[src/hdl/gpa_pkg.sv]
// ----------------------------------------------------------------------------
// gpa_pkg
// Shared types and constants for the softened gravity pair accumulator.
// ----------------------------------------------------------------------------
package gpa_pkg;

    localparam int FRAC_BITS  = 16;
    localparam int WORD_W     = 32;
    localparam int E_W        = 64;
    localparam int DEN_W      = E_W + WORD_W;
    localparam int NUM_W      = 2 * WORD_W + 2 * FRAC_BITS;
    localparam int CNT_W      = $clog2(NUM_W);
    localparam int SQRT_STEPS = E_W / 2;
    localparam int SQ_STEPS   = 4;

    localparam logic [WORD_W-1:0] SOFTENING_RESET = 32'd7;

    typedef struct packed {
        logic signed [WORD_W-1:0] rx;
        logic signed [WORD_W-1:0] ry;
        logic signed [WORD_W-1:0] rz;
        logic [WORD_W-1:0]        mass;
        logic signed [WORD_W-1:0] acc_x;
        logic signed [WORD_W-1:0] acc_y;
        logic signed [WORD_W-1:0] acc_z;
        logic                     first;
        logic                     last;
        logic                     clipped;
    } item_t;

    typedef struct packed {
        logic signed [WORD_W-1:0] acc_x;
        logic signed [WORD_W-1:0] acc_y;
        logic signed [WORD_W-1:0] acc_z;
        logic                     saturated;
    } result_t;

    typedef struct packed {
        logic signed [WORD_W-1:0] value;
        logic                     clip;
    } diff_t;

    function automatic diff_t sat_diff(logic signed [WORD_W-1:0] a,
                                       logic signed [WORD_W-1:0] b);
        logic signed [WORD_W:0] d;
        diff_t r;
        d = {a[WORD_W-1], a} - {b[WORD_W-1], b};
        r.clip  = (d[WORD_W] != d[WORD_W-1]);
        if (!r.clip)
            r.value = d[WORD_W-1:0];
        else if (d[WORD_W])
            r.value = {1'b1, {(WORD_W-1){1'b0}}};
        else
            r.value = {1'b0, {(WORD_W-1){1'b1}}};
        return r;
    endfunction

endpackage

[src/hdl/gpa_outq.sv]
// ----------------------------------------------------------------------------
// gpa_outq
// Two-word result queue between the accumulator and the consumer.
// ----------------------------------------------------------------------------
module gpa_outq
(
    input  logic                clk,
    input  logic                rst_n,
    input  logic                res_push,
    input  gpa_pkg::result_t    res_word,
    output logic                res_full,
    output logic                empty,
    input  logic                pop,
    output gpa_pkg::result_t    head
);

    gpa_pkg::result_t  mem_reg [2];
    logic              wr_reg, wr_next;
    logic              rd_reg, rd_next;
    logic [1:0]        cnt_reg, cnt_next;
    logic              do_push, do_pop;

    assign res_full = (cnt_reg == 2'd2);
    assign empty    = (cnt_reg == 2'd0);
    assign head     = mem_reg[rd_reg];
    assign do_push  = res_push && !res_full;
    assign do_pop   = pop && !empty;

    always_comb
    begin
        wr_next  = do_push ? !wr_reg : wr_reg;
        rd_next  = do_pop ? !rd_reg : rd_reg;
        cnt_next = cnt_reg + {1'b0, do_push} - {1'b0, do_pop};
    end

    always_ff @(posedge clk)
    begin
        if (do_push)
            mem_reg[wr_reg] <= res_word;
    end

    always_ff @(posedge clk or negedge rst_n)
    begin
        if (!rst_n)
        begin
            wr_reg  <= 1'b0;
            rd_reg  <= 1'b0;
            cnt_reg <= 2'd0;
        end
        else
        begin
            wr_reg  <= wr_next;
            rd_reg  <= rd_next;
            cnt_reg <= cnt_next;
        end
    end

endmodule

[config.mk]
export PLATFORM = sky130hd
export DESIGN_NAME = gpa_outq
export DESIGN_NICKNAME = d
export VERILOG_FILES = /design/src/hdl/gpa_pkg.sv /design/src/hdl/gpa_outq.sv
export SDC_FILE = /design/constraint.sdc
export NUM_CORES = 1
export LEC_CHECK = 0
export BUFFER_PORTS_ARGS = -buffer_cell sky130_fd_sc_hd__buf_2
export CORE_MARGIN = 3
export CORE_UTILIZATION = 49
export CTS_BUF_LIST = sky130_fd_sc_hd__clkbuf_8
export DETAILED_ROUTE_END_ITERATION = 6
export GPL_TIMING_DRIVEN = 0
export PLACE_DENSITY = 0.8
export SETUP_SLACK_MARGIN = 0.1
export SYNTH_ARGS = -nofsm -noshare
export SYNTH_HDL_FRONTEND = slang
export SYNTH_SLANG_ARGS = --single-unit
[constraint.sdc]
create_clock -name clk -period 4.9 [get_ports clk]
set_clock_uncertainty 0.05 [all_clocks]
set_input_delay 0.735 -clock clk [delete_from_list [all_inputs] [get_ports clk]]
set_output_delay 0.735 -clock clk [all_outputs]
set_load 0.03 [all_outputs]
-- Yosys cells after proc, flatten, opt, wreduce, memory -nomap -nowiden
Memory sizes are Yosys's and may differ from the RTL's.
Cells that the tools add are included.
- register bits after elaboration: 4
- latch bits: 0
- bits in writable memories: 194
- ROM bits: 0
- output and inout port bits: 99
- word-level logic and storage cells: 16
- memories kept: 1
- memories (memory ; words ; bits a word ; read ports ; clocked after Yosys merged registers in ; wr ports ; RTL line ; text):
    mem_reg ; 2 ; 97 ; 1 ; 0 ; 1 ; gpa_outq.sv:17 ; gpa_pkg::result_t mem_reg [2];
- add/subtract/negate cells: 2
- multipliers: 0
- div/mod/pow operators: 0
- order comparisons: 0
- equal/unequal tests: 1
- shift-type cells: 0
- muxes and demuxes: 2
- bitwise logic cells: 0
- reduce and logical (&&, ||, !) cells: 7
- operators with widths (operator ; count):
    $logic_not A1 Y1 ; 4
    $add A2 B1 Y2 ; 1
    $eq A2 B2 Y1 const B ; 1
    $logic_and A1 B1 Y1 ; 2
    $logic_not A2 Y1 ; 1
    $mux W1 ; 2
    $sub A2 B1 Y2 ; 1

-- Logic depth before layout (Yosys ltp)
- depth after elaboration: 5
- depth in mapped cells: 7

-- Least setup slack after synthesis
Ideal clock, no wire load.
- kind: input to register
- from: in res_push
- to: mem mem_reg[0][0] in the netlist's numbering, enable pin
- setup time: 553 ps
- arrival: 4868 ps
- required time: 4297 ps
- path slack: -571 ps
- cell stages on the path: 2
- buffers on the path: 0
- path through: nand2_1 > nor2_1
- cells in the longest elaborated chain, start to end: 3
- RTL lines (what ; RTL line ; text):
    start: declaration ; gpa_outq.sv:9 ; input logic res_push,
    $logic_and A1 B1 Y1 ; gpa_outq.sv:26 ; assign do_push = res_push && !res_full;
    $mux W1 ; gpa_outq.sv:38 ; if (do_push)
    $mux W1 (implied by the code) ; gpa_outq.sv:39 ; mem_reg[wr_reg] <= res_word;
    end: declaration ; gpa_outq.sv:17 ;
No other way between the ends.

==> out/metrics.csv <==
metric,value,unit
status,"complete, no violations",
yosysSeqAreaShare,81.5,%
cts_made_buffers,17,
tightest_slew,0.658,ns
p_leak,3.44,nW
synth_cell_type_count,15,
clock-root-buffer,clkbuf_8,
switchingPower,2.09,mW
ys_ff_latch,198,
grt_usage,16.7,%
cpMostUsedCell,buf_6,
synthesis.nets,423,
min_path_cells,1,
finalInstanceArea,8990,µm²
reg2reg_slack,2.85,ns
antenna_found_initial,1,
crit_path_end_kind,output pin,
first_pass_iters,4,
post_dp_cell_area,8600,µm²
rsz0062_at_grt,false,
drive_gt1_share,61.8,%
grt-ovfl-total,0,
worst_slack,2.33,ns
largest_reg_flops,194,
slew_headroom,56.1,%
drtIter0Drc,239,
crit_buf_inv,4,
timing.max_cap.violations,0,
gp_congestion,0.738,
io_pins,200,
dp_hpwl,9140,µm
seq_power_share,42.2,%
path_class,reg2out,
cell_internal_pwr,3.59,mW
crit_chain,"buf_6, buf_6, buf_6, mux2_4, buf_2",
switching_share,36.8,%
rows,43,
reg2regPathDepth,5,
final_max_slew_viol_count,0,
grt_max_degree,55,
worstReg2RegStart,cnt_reg[0],
pwr-share-clk,17.8,%
viasPerCell,5.06,
grt_pass1_wl,20700,µm
drt-wirelength-per-cell,17.8,µm
clk_pin_slew_worst_paths,0.10,ns
fp.dieH,128,µm
cp-start-kind,register,
fmax,0.388,GHz
finalHoldViolCount,0,
ant_nets,0,
die_w,128,µm
reg2reg_to,mem_reg[0][70],
dieArea,16300,µm²
cts_buffer_depth,2,
ys_warn_count,0,
synth_area,7270,µm²
cts_sinks,198,
dr_total_vias,3722,
remaining_drc_errors,0,
postRouteWirelength,13100,µm
io_buffers,199,
synth_cells,320,
p_comb_share,40.0,%
hold_ws,0.413,ns
path_delay_family,buffers and inverters,
max_stage_delay,0.35,ns
min_from,res_word[25],
htree_num_levels,4,
initial_core_util,51.2,%
crit_fanout,10,
setup_violations,0,
core_area,14200,µm²
post-route-min-period,2.57,ns
grt_pass1_vias,4101,
finalNetCount,646,
holdCritPathClass,in2reg,
worstPathRequired,4.12,ns
arrival,1.79,ns
most-common-layout-cells,"206 x buf_2, 194 x edfxtp_1, 77 x mux2_2",
synth.avg_cell_area,22.7,µm²
fin_setup_tns,0,ns
pre_cts_slack,2.53,ns
cts_tree,yes,
ir_drop,0.439,mV
area_growth,23.7,%
min_period_over_period,52.5,%
clk_latency,0.45,ns
final_common_cell,buf_2,
critPathSlowestCell,dfrtp_1,
whs_endpoint,mem_reg[1][25],
p_per_area,631,nW/µm²
## worst register-to-register path: stages, from the launching register on
cell	delay, ns
dfrtp_1	0.38
nand2b_1	0.17
nand2_1	0.15
nor2_4	0.52
buf_16	0.26
buf_12	0.21
## stage by stage
step           cells  util [%]  power [mW]
2_1_floorplan    320         -        4.11
3_3_place_gp     699      59.8        4.68
3_5_place_dp     703      60.5        4.75
4_1_cts          735      63.3        5.76
5_1_grt          736      63.3        5.98
6_report         736      63.3        5.68
## synth_stat cells, drive strengths merged
cell    number  area (µm²)
and3         1        6.26
buf         11        80.1
dfrtp        4         100
edfxtp     194        5830
ha           2        25.0
inv          2        7.51
mux2        97        1170
nand2        1        3.75
nand2b       1        6.26
nor2         2        7.51
nor2b        1        6.26
xnor2        3        26.3
xor2         1        8.76
## cell type report
| type | instances | area, µm² |
|---|---|---|
| Buffer | 11 | 80.1 |
| Fill cell | 1023 | 5210 |
| Sequential cell | 198 | 5930 |
| Multi-Input combinational cell | 109 | 1270 |
| Tap cell | 180 | 225 |
| Timing Repair Buffer | 204 | 1100 |
| Clock inverter | 14 | 149 |
| Clock buffer | 17 | 234 |
| Inverter | 2 | 7.51 |
| Antenna cell | 1 | 2.50 |
## power by group through the flow
stage	combinational [mW]	clock [mW]	sequential [mW]
after floorplan	1.66	0	2.44
after global placement	2.21	0	2.47
after global routing	2.42	1.12	2.43
final	2.27	1.01	2.40
after detailed placement	2.31	0	2.44
after CTS	2.32	1.04	2.40
## metal layers
layer	global-route usage (%)	vias to the layer above	share of wire [%]
met4	5.74	0	1.3
met1	19.6	1852	39
met3	6.92	15	8.1
li1	-	1715	-
met5	0	-	0
met2	27.9	140	51
## how the worst max path moves through the flow
| stage | to | from | slack, ns | cells past startpoint |
|---|---|---|---|---|
| 4_1_cts | head[68] | rd_reg | 2.24 | 5 |
| 6_report | head[72] | rd_reg | 2.33 | 5 |
| 3_3_place_gp | mem_reg[0][85] | res_push | -0.21 | 3 |
| 5_1_grt | head[68] | rd_reg | 2.20 | 5 |
| 3_5_place_dp | mem_reg[0][85] | res_push | 2.53 | 5 |
| 2_1_floorplan | mem_reg[0][0] | res_push | 1.06 | 2 |
## timing repair
| action | 4_1_cts | 5_1_grt |
|---|---|---|
| setup buffers | 0 | 0 |
| resized for setup | 0 | 0 |
| hold buffers | 1 | 0 |
| hold endpoints to repair | 4 | 0 |
| setup endpoints to repair | 0 | 0 |
## cell families (layout without fill, tap and decap cells)
kind of cell	Yosys count	after routing	synth area share, %
other	0	1	0
multiplexers	97	97	16.1
flip-flops	198	198	81.5
XOR/XNOR	4	4	0.482
adder cells (fa/ha/maj)	2	2	0.344
buffers and inverters	13	248	1.20
AND/OR/NAND/NOR	6	6	0.413
No activity file was read; power rests on OpenSTA's default activity.
