### src/hdl/gpa_pkg.sv
// ----------------------------------------------------------------------------
// gpa_pkg
// Shared types and constants for the softened gravity pair accumulator.
// ----------------------------------------------------------------------------
package gpa_pkg;

    localparam int FRAC_BITS  = 16;
    localparam int WORD_W     = 32;
    localparam int E_W        = 64;
    localparam int DEN_W      = E_W + WORD_W;
    localparam int NUM_W      = 2 * WORD_W + 2 * FRAC_BITS;
    localparam int CNT_W      = $clog2(NUM_W);
    localparam int SQRT_STEPS = E_W / 2;
    localparam int SQ_STEPS   = 4;

    localparam logic [WORD_W-1:0] SOFTENING_RESET = 32'd7;

    typedef struct packed {
        logic signed [WORD_W-1:0] rx;
        logic signed [WORD_W-1:0] ry;
        logic signed [WORD_W-1:0] rz;
        logic [WORD_W-1:0]        mass;
        logic signed [WORD_W-1:0] acc_x;
        logic signed [WORD_W-1:0] acc_y;
        logic signed [WORD_W-1:0] acc_z;
        logic                     first;
        logic                     last;
        logic                     clipped;
    } item_t;

    typedef struct packed {
        logic signed [WORD_W-1:0] acc_x;
        logic signed [WORD_W-1:0] acc_y;
        logic signed [WORD_W-1:0] acc_z;
        logic                     saturated;
    } result_t;

    typedef struct packed {
        logic signed [WORD_W-1:0] value;
        logic                     clip;
    } diff_t;

    function automatic diff_t sat_diff(logic signed [WORD_W-1:0] a,
                                       logic signed [WORD_W-1:0] b);
        logic signed [WORD_W:0] d;
        diff_t r;
        d = {a[WORD_W-1], a} - {b[WORD_W-1], b};
        r.clip  = (d[WORD_W] != d[WORD_W-1]);
        if (!r.clip)
            r.value = d[WORD_W-1:0];
        else if (d[WORD_W])
            r.value = {1'b1, {(WORD_W-1){1'b0}}};
        else
            r.value = {1'b0, {(WORD_W-1){1'b1}}};
        return r;
    endfunction

endpackage

### src/hdl/gpa_front.sv
// ----------------------------------------------------------------------------
// gpa_front
// Accepts pair words, forms saturated separations and queues them.
// ----------------------------------------------------------------------------
module gpa_front
(
    input  logic                clk,
    input  logic                rst_n,
    input  logic                push,
    output logic                full,
    input  logic signed [31:0]  target_x,
    input  logic signed [31:0]  target_y,
    input  logic signed [31:0]  target_z,
    input  logic signed [31:0]  source_x,
    input  logic signed [31:0]  source_y,
    input  logic signed [31:0]  source_z,
    input  logic [31:0]         source_mass,
    input  logic signed [31:0]  start_acc_x,
    input  logic signed [31:0]  start_acc_y,
    input  logic signed [31:0]  start_acc_z,
    input  logic                first_pair,
    input  logic                last_pair,
    output logic                q_valid,
    output gpa_pkg::item_t      q_item,
    input  logic                q_pop
);

    gpa_pkg::item_t  mem_reg [2];
    logic            wr_reg, wr_next;
    logic            rd_reg, rd_next;
    logic [1:0]      cnt_reg, cnt_next;
    gpa_pkg::diff_t  dx, dy, dz;
    gpa_pkg::item_t  new_item;
    logic            do_push, do_pop;

    assign dx = gpa_pkg::sat_diff(source_x, target_x);
    assign dy = gpa_pkg::sat_diff(source_y, target_y);
    assign dz = gpa_pkg::sat_diff(source_z, target_z);

    always_comb
    begin
        new_item.rx      = dx.value;
        new_item.ry      = dy.value;
        new_item.rz      = dz.value;
        new_item.mass    = source_mass;
        new_item.acc_x   = start_acc_x;
        new_item.acc_y   = start_acc_y;
        new_item.acc_z   = start_acc_z;
        new_item.first   = first_pair;
        new_item.last    = last_pair;
        new_item.clipped = dx.clip | dy.clip | dz.clip;
    end

    assign full    = (cnt_reg == 2'd2);
    assign q_valid = (cnt_reg != 2'd0);
    assign q_item  = mem_reg[rd_reg];
    assign do_push = push && !full;
    assign do_pop  = q_pop && q_valid;

    always_comb
    begin
        wr_next  = do_push ? !wr_reg : wr_reg;
        rd_next  = do_pop ? !rd_reg : rd_reg;
        cnt_next = cnt_reg + {1'b0, do_push} - {1'b0, do_pop};
    end

    always_ff @(posedge clk)
    begin
        if (do_push)
            mem_reg[wr_reg] <= new_item;
    end

    always_ff @(posedge clk or negedge rst_n)
    begin
        if (!rst_n)
        begin
            wr_reg  <= 1'b0;
            rd_reg  <= 1'b0;
            cnt_reg <= 2'd0;
        end
        else
        begin
            wr_reg  <= wr_next;
            rd_reg  <= rd_next;
            cnt_reg <= cnt_next;
        end
    end

endmodule

### config.mk
export PLATFORM = sky130hd
export DESIGN_NAME = gpa_front
export DESIGN_NICKNAME = d
export VERILOG_FILES = /design/src/hdl/gpa_pkg.sv /design/src/hdl/gpa_front.sv
export SDC_FILE = /design/constraint.sdc
export NUM_CORES = 1
export LEC_CHECK = 0
export BUFFER_PORTS_ARGS = -buffer_cell sky130_fd_sc_hd__buf_4
export CORE_MARGIN = 10
export CORE_UTILIZATION = 58
export CTS_BUF_LIST = sky130_fd_sc_hd__clkbuf_16
export DETAILED_ROUTE_END_ITERATION = 12
export PLACE_DENSITY = 0.9
export SYNTH_ARGS = -nofsm -noshare
export SYNTH_HDL_FRONTEND = slang
export SYNTH_SLANG_ARGS = --single-unit
### constraint.sdc
create_clock -name clk -period 18.8 [get_ports clk]
set_input_delay 5.64 -clock clk [delete_from_list [all_inputs] [get_ports clk]]
set_output_delay 5.64 -clock clk [all_outputs]
set_load 0.02 [all_outputs]
Word-level counts from Yosys, hierarchy flattened

Memories as Yosys holds them, arrays and structs flattened.
Cells that the tools add are included.

Bits in latches: 0
Word-level logic and storage cells: 29
Memories kept: 1
Output and inout port bits: 229
Memory bits (writable): 454
Input bits: 326
Bits in read-only memories: 0
Register bits after elaboration: 4

Memories:

| memory  | depth | width | read ports | clocked after memory_dff | wr ports | RTL line        | source |
|---|---|---|---|---|---|---|---|
| mem_reg | 2     | 227   | 1          | 0                        | 1        | gpa_front.sv:28 | `gpa_pkg::item_t mem_reg [2];` |

Bitwise gates (word level): 2
Reductions and logical operators: 6
Shift operators: 0
Mux-type cells: 8
Equal/unequal tests: 4
Add/sub/neg operators: 5
Div/mod/pow operators: 0
Magnitude comparators: 0
Multiply operators: 0

Operators with widths:

| kind                 | number |
|---|---|
| $mux W32             | 6 |
| $sub A32 B32 Y33     | 3 |
| $logic_not A1 Y1     | 3 |
| $ne A1 B1 Y1         | 3 |
| $add A2 B1 Y2        | 1 |
| $eq A2 B2 Y1 const B | 1 |
| $logic_and A1 B1 Y1  | 2 |
| $mux W1              | 2 |
| $or A1 B1 Y1         | 2 |
| $reduce_bool A2 Y1   | 1 |
| $sub A2 B1 Y2        | 1 |

Depth between registers and ports, before layout

Gate-level depths: netlist (run 1).

Depth in word-level cells: 5
Depth in mapped cells: 15

Worst setup path before layout (run 1)

No wires, ideal clock.

Path type: input port to flip-flop
From: in push
To: mem mem_reg[0][0] (netlist bit), enable pin
Arrival: 15.141 ns
Slack: 2.841 ns
Path buffers: 0
Library setup time: 0.818 ns
Required time: 17.982 ns
Cell stages on the path: 2
Path through: nand2_1 > nor2_1

Word-level cells in the longest chain between the ends: 3

Ends and longest elaborated chain:

| what                          | RTL line        | source |
|---|---|---|
| start: declaration            | gpa_front.sv:9  | `input logic push,` |
| $logic_and A1 B1 Y1           | gpa_front.sv:57 | `assign do_push = push && !full;` |
| $mux W1                       | gpa_front.sv:69 | `if (do_push)` |
| $mux W1 (implied by the code) | gpa_front.sv:70 | `mem_reg[wr_reg] <= new_item;` |
| end: declaration              | gpa_front.sv:28 |  |

Every way passes these cells.

==> metrics.csv, run 1 <==
stage,metric,value,unit
timing,Clock Skew,0.0290,ns
pwr,Power Density,144,nW/um^2
floorplan,CORE AREA,38500,um^2
synthesis,synth unique cells,72,
timing,Max Fclk,111,MHz
layout,layout cell share with drive strength beyond 1,40.4,%
floorplan,row cnt,72,
timing,Slew Limit Fails,0,
route,Pre-antenna DRT Iters,5,
synthesis,post-synth top area share,60.6,%
synthesis,syn_nets,2064,
cts,clock buffer depth,3,
global_routing,largest net degree at the start of global routing,165,
synthesis,Synth Instances,1637,
timing,Worst slew margin,19.3,%
timing,Final Setup Violations,0,
floorplan,Die W,217,um
place,placed insts,2669,
status,status,"finished, final reports clean",
global_routing,first-pass GRT wire length,99500,um
synthesis,Synthesis Warnings,0,
place,placed cell area,27200,um^2
cts,Worst-Skew Late Latency,0.60,ns
cts,setup repair bufs after CTS,0,
flow_run,max_cap viols,0,
route,via count,16100,
route,violation count after the first detailed-route iteration,1561,
layout,Final nets,2628,
route,wire per inst,24.2,um
route,WL final,66700,um
cts,"Clk pin slew, worst setup/hold paths",0.06,ns
floorplan,Top-Level Pins,555,
cts,Root Driver,clkbuf_16,
cts,H-tree depth,2,
synthesis,Synth area leaders,"edfxtp_1, mux2_2, ha_1",
layout,area delta synth->final,28.0,%
pwr,Lkg Pwr,0.0118,uW
global_routing,total global-route track usage,27.2,%
pwr,Peak VDD IR,113,uV
cts,post-CTS sizing,0,
layout,max reg flops,454,
critical_path,crit path DAT,9.27,ns
synthesis,"Seq/Total Area, Yosys",61.0,%
cts,Num Clock Sinks,458,
synthesis,post-synth top area cell,edfxtp_1,
floorplan,die area,47100,um^2
synthesis,Synth Flop Type,edfxtp_1,
cts,CTS tree,built,
timing,Slew @ Worst Pin,1.21,ns
timing,setup TNS,0,ns
synthesis,"FFs w/ async S/R, synth",0.873,%
cts,TritonCTS buffer count,48,
layout,"Design Area, Final",28800,um^2
global_routing,vias in the first global route,16700,
synthesis,most common cell in the netlist,edfxtp_1,
critical_path,Setup CP Type,in2reg,
route,post-route ant nets,0,
synthesis,number of flops mapped to enable cells by yosys,454,
global_routing,initial antenna violation count,3,
timing,RSZ-0062 raised after global routing,false,
hold_path,hold crit path type,reg2reg,
critical_path,CP Capture Type,flip-flop,
critical_path,critical path data required time,19.06,ns
route,via/cell ratio,5.82,
place,RD Place Congestion,0.952,
layout,Final Non-Filler Cells,2758,
floorplan,die span in y,217,um
critical_path,CP Launch Type,input port,
timing,final critical-path required period,9.01,ns
critical_path,Crit Path Max Fanout,23,
synthesis,"top cells by count, synth","edfxtp_1, mux2_2, inv_1, a21oi_1, ha_1",
cts,Hold Buf Count CTS,0,
synthesis,Syn Std Cell Area,22500,um^2
global_routing,total gr overflow,0,
floorplan,initial cell density of the core,58.5,%
place,I/O Buffers,554,
synthesis,"Avg Cell Area, Syn",13.7,um^2
place,dpl hpwl,48800,um
route,# DRC,0,
synthesis,#FFs+latches synth,458,
timing,fin crit share,47.9,%
timing,final-report hold violation count,0,
[metrics by stage]
stage          worst slack, ns  hold slack, ns  power (uW)  utilization (%)
2_1_floorplan             2.84           0.460        2560                -
3_3_place_gp              9.39           0.474        3140             70.7
3_5_place_dp              9.25           0.484        3180             70.7
6_report                  9.79           0.534        4140             74.9
5_1_grt                   9.43           0.549        4300             74.9
4_1_cts                   9.87           0.531        4160             74.9
[metal layers]
| layer | track usage, % | routed length (um) |
|---|---|---|
| met3 | 6.70 | 5830 |
| met4 | 10.8 | 2410 |
| met5 | 0 | 0 |
| met1 | 30.7 | 23700 |
| met2 | 48.6 | 34700 |
[power breakdown]
part	internal, uW	leakage (uW)	switching [uW]
combinational	678	0.00672	968
sequential	1450	0.00425	90.0
clock	553	0.000803	403
[critical path: stages]
cell,delay [ns]
buf_4,0.08
inv_1,0.05
ha_1,0.39
a2111oi_0,0.54
o21ai_1,0.23
a21bo_2,0.28
o2111ai_1,0.22
nand3_1,0.18
a21oi_1,0.19
mux2i_1,0.18
nor2_1,0.96
o21ai_0,0.32
[path summary, 6_finish.rpt]
check / startpoint / endpoint / slack [ns] / cells past startpoint
setup / recovery: target_y[7] / mem_reg[0][182] / 9.79 / 12
hold / removal: cnt_reg[1] / cnt_reg[1] / 0.53 / 1
setup reg to reg: cnt_reg[0] / mem_reg[1][156] / 15.84 / 3
hold reg to reg: cnt_reg[1] / cnt_reg[1] / 0.53 / 1
max in group asynchronous: rst_n / cnt_reg[1] / 13.85 / 1
min in group asynchronous: rst_n / rd_reg / 4.82 / 1
[cells by family (layout without fill, tap and decap cells)]
kind of cell / after synthesis / after routing / share of synthesized area, %
flops: 458 / 458 / 61.0
compound gates: 379 / 379 / 10.7
mux: 232 / 232 / 11.6
simple gates: 194 / 194 / 4.27
buf+inv: 182 / 782 / 3.15
fa+ha+maj: 106 / 106 / 5.94
xor+xnor: 86 / 86 / 3.35
other cells: 0 / 3 / 0
[layout by cell type, fill, tap and decap left out, types with 9 or more instances in the layout]
| master | instances |
|---|---|
| nand4_1 | 9 |
| o21ai_0 | 89 |
| buf_4 | 563 |
| nor2_1 | 36 |
| o21bai_1 | 11 |
| clkbuf_16 | 48 |
| xor2_1 | 37 |
| o211ai_1 | 11 |
| nand3_1 | 13 |
| nand2_1 | 65 |
| a211oi_1 | 12 |
| mux2_2 | 227 |
| a21oi_1 | 115 |
| xnor2_1 | 49 |
| edfxtp_1 | 454 |
| nor3_1 | 13 |
| inv_1 | 139 |
| o21ai_2 | 20 |
| ha_1 | 98 |
| a31oi_1 | 16 |
| clkinv_1 | 9 |
| nand2b_1 | 13 |
| a21o_1 | 45 |
[area by class of cell]
type | instances | area, um^2
Clock inverter | 38 | 392
Multi-Input combinational cell | 997 | 8090
Timing Repair Buffer | 564 | 4250
Antenna cell | 3 | 7.51
Fill cell | 2325 | 9650
Inverter | 132 | 495
Sequential cell | 458 | 13700
Tap cell | 518 | 648
Clock buffer | 48 | 1200
Power figures use the tool's default switching activity.
==> run 2: changes to the inputs <==
--- a/config.mk
+++ b/config.mk
@@ -7,10 +7,10 @@
 export LEC_CHECK = 0
 export BUFFER_PORTS_ARGS = -buffer_cell sky130_fd_sc_hd__buf_4
 export CORE_MARGIN = 10
-export CORE_UTILIZATION = 58
+export CORE_UTILIZATION = 49
 export CTS_BUF_LIST = sky130_fd_sc_hd__clkbuf_16
 export DETAILED_ROUTE_END_ITERATION = 12
-export PLACE_DENSITY = 0.9
+export PLACE_DENSITY = 0.81
 export SYNTH_ARGS = -nofsm -noshare
 export SYNTH_HDL_FRONTEND = slang
 export SYNTH_SLANG_ARGS = --single-unit
==> constraint.sdc (replaced) <==
create_clock -name clk -period 7.7 [get_ports clk]
set_input_delay 2.31 -clock clk [delete_from_list [all_inputs] [get_ports clk]]
set_output_delay 2.31 -clock clk [all_outputs]
set_load 0.02 [all_outputs]
==> metrics.csv, run 2 (synthesis results as in run 1) <==
stage,metric,value,unit
cts,Num Clock Sinks,458,
cts,TritonCTS buffer count,47,
route,violation count after the first detailed-route iteration,1073,
critical_path,worst reg2reg setup slack,4.98,ns
critical_path,worst reg2reg path depth,4,
global_routing,total gr overflow,0,
pwr,Peak VDD IR,282,uV
timing,Max Fclk,184,MHz
hold_path,Hold Path Sink,cnt_reg[1],
hold_path,hold_sp,cnt_reg[1],
cts,post-CTS sizing,0,
floorplan,CORE AREA,45400,um^2
timing,Clock Skew,0.0292,ns
status,status,"finished, final reports clean",
layout,Final Non-Filler Cells,2837,
floorplan,die area,54900,um^2
place,dpl hpwl,47600,um
layout,layout cell share with drive strength beyond 1,40.1,%
flow_run,max_cap viols,0,
global_routing,largest net degree at the start of global routing,148,
route,via count,15700,
route,# DRC,0,
layout,Final nets,2629,
cts,"Clk pin slew, worst setup/hold paths",0.06,ns
floorplan,initial cell density of the core,49.6,%
critical_path,worst-path cell chain,"buf_4, inv_1, ha_1, inv_1, fa_1, a211oi_1, o211ai_1, nand4_1, a211oi_1, a31o_2, a21oi_1, nor2b_1, mux2i_2, buf_4, o21ai_0",
critical_path,critical path data required time,7.96,ns
layout,n_diodes,0,
timing,setup TNS,0,ns
timing,Worst slew margin,31.5,%
cts,H-tree depth,2,
cts,Hold Buf Count CTS,0,
layout,"commonest cells after routing, fill and taps aside","buf_4, edfxtp_1, mux2_2",
pwr,Lkg Pwr,0.0118,uW
critical_path,crit path DAT,5.69,ns
critical_path,CP Capture Type,flip-flop,
critical_path,R2R Path Start,cnt_reg[0],
cts,clock buffer depth,3,
route,post-route ant nets,0,
timing,Slew Limit Fails,0,
hold_path,hold crit path type,reg2reg,
global_routing,initial antenna violation count,1,
place,placed insts,2753,
timing,final critical-path required period,5.43,ns
route,via/cell ratio,5.52,
critical_path,Crit Path Max Fanout,18,
critical_path,"Largest stage delay, worst path",0.50,ns
hold_path,Hold Crit Depth,1,
floorplan,die span in y,234,um
floorplan,row cnt,78,
cts,setup repair bufs after CTS,0,
layout,Fillers,3319,
critical_path,r2r endpoint,mem_reg[0][146],
timing,RSZ-0062 raised after global routing,false,
critical_path,CP max stage cell,mux2i_2,
global_routing,vias in the first global route,16000,
timing,Final Setup Violations,0,
layout,"commonest non-fill, non-tap cell in the layout",buf_4,
layout,Util after Layout,63.6,%
cts,Worst-Skew Late Latency,0.59,ns
route,Pre-antenna DRT Iters,5,
timing,Slew @ Worst Pin,1.03,ns
cts,CTS tree,built,
timing,final-report hold violation count,0,
floorplan,Die W,234,um
route,wire per inst,22.0,um
timing,fin crit share,70.6,%
critical_path,CP Launch Type,input port,
global_routing,first-pass GRT wire length,92500,um
critical_path,Setup CP Type,in2reg,
layout,max reg flops,454,
pwr,Power Density,343,nW/um^2
layout,area delta synth->final,28.2,%
place,RD Place Congestion,0.918,
global_routing,total global-route track usage,21.6,%
place,I/O Buffers,554,
cts,Root Driver,clkbuf_16,
floorplan,Top-Level Pins,555,
pwr,Pwr Total,9890,uW
route,WL final,62400,um
-- run 2: cell count changes in the layout (fill, tap and decap cells not counted), sizes merged --
cell      previous run  this run
buf                564       566
clkinv              19        18
clkbuf              48        47
inv                143       146
bufinv               6         4
clkinvlp             2         1
diode                3         0
-- run 2: critical path: cells and delay by family --
family | cells | cell delay, ns
compound gates | 6 | 1.44
fa+ha+maj | 2 | 0.58
buf+inv | 4 | 0.56
mux | 1 | 0.50
simple gates | 2 | 0.30
-- run 2: worst max path at each step --
stage | start | end | slack, ns
floorplan | push | mem_reg[0][0] | 1.47
global placement | source_x[0] | mem_reg[0][207] | 1.85
detailed placement | source_x[0] | mem_reg[0][221] | 1.72
CTS | source_x[0] | mem_reg[1][221] | 2.31
global route | source_x[0] | mem_reg[0][221] | 1.95
finish | source_x[0] | mem_reg[0][221] | 2.27
-- run 2: area by class of cell --
| class | count | area (um^2) | area share, % |
|---|---|---|---|
| timing repair buffer | 566 | 4290 | 14.9 |
| sequential | 458 | 13700 | 47.6 |
| inverter | 132 | 495 | 1.72 |
| tap | 600 | 751 | 2.60 |
| multi-input combinational | 997 | 8090 | 28.0 |
| clock inverter | 37 | 323 | 1.12 |
| clock buffer | 47 | 1180 | 4.08 |
-- run 2: power by group --
group | switching (uW) | total, uW | internal (uW)
Clock | 928 | 2180 | 1250
Combinational | 2330 | 3990 | 1660
Sequential | 188 | 3720 | 3530
Total | 3450 | 9890 | 6440
-- run 2: through the flow --
step | cell area (um^2) | hold slack [ns] | setup slack (ns)
floorplan | 22500 | 0.460 | 1.47
global placement | 27400 | 0.479 | 1.85
detailed placement | 27400 | 0.482 | 1.72
CTS | 28900 | 0.494 | 2.31
global route | 28900 | 0.533 | 1.95
finish | 28900 | 0.489 | 2.27
-- run 2: per-layer routing --
metal	vias to the layer above	share of wire [%]	track usage, %	routed length, um
li1	7320	-	-	-
met1	7634	37	25.3	23200
met2	602	51	38.4	32000
met3	99	8.4	5.11	5270
met4	2	3.1	7.29	1910
met5	-	0.021	0	13
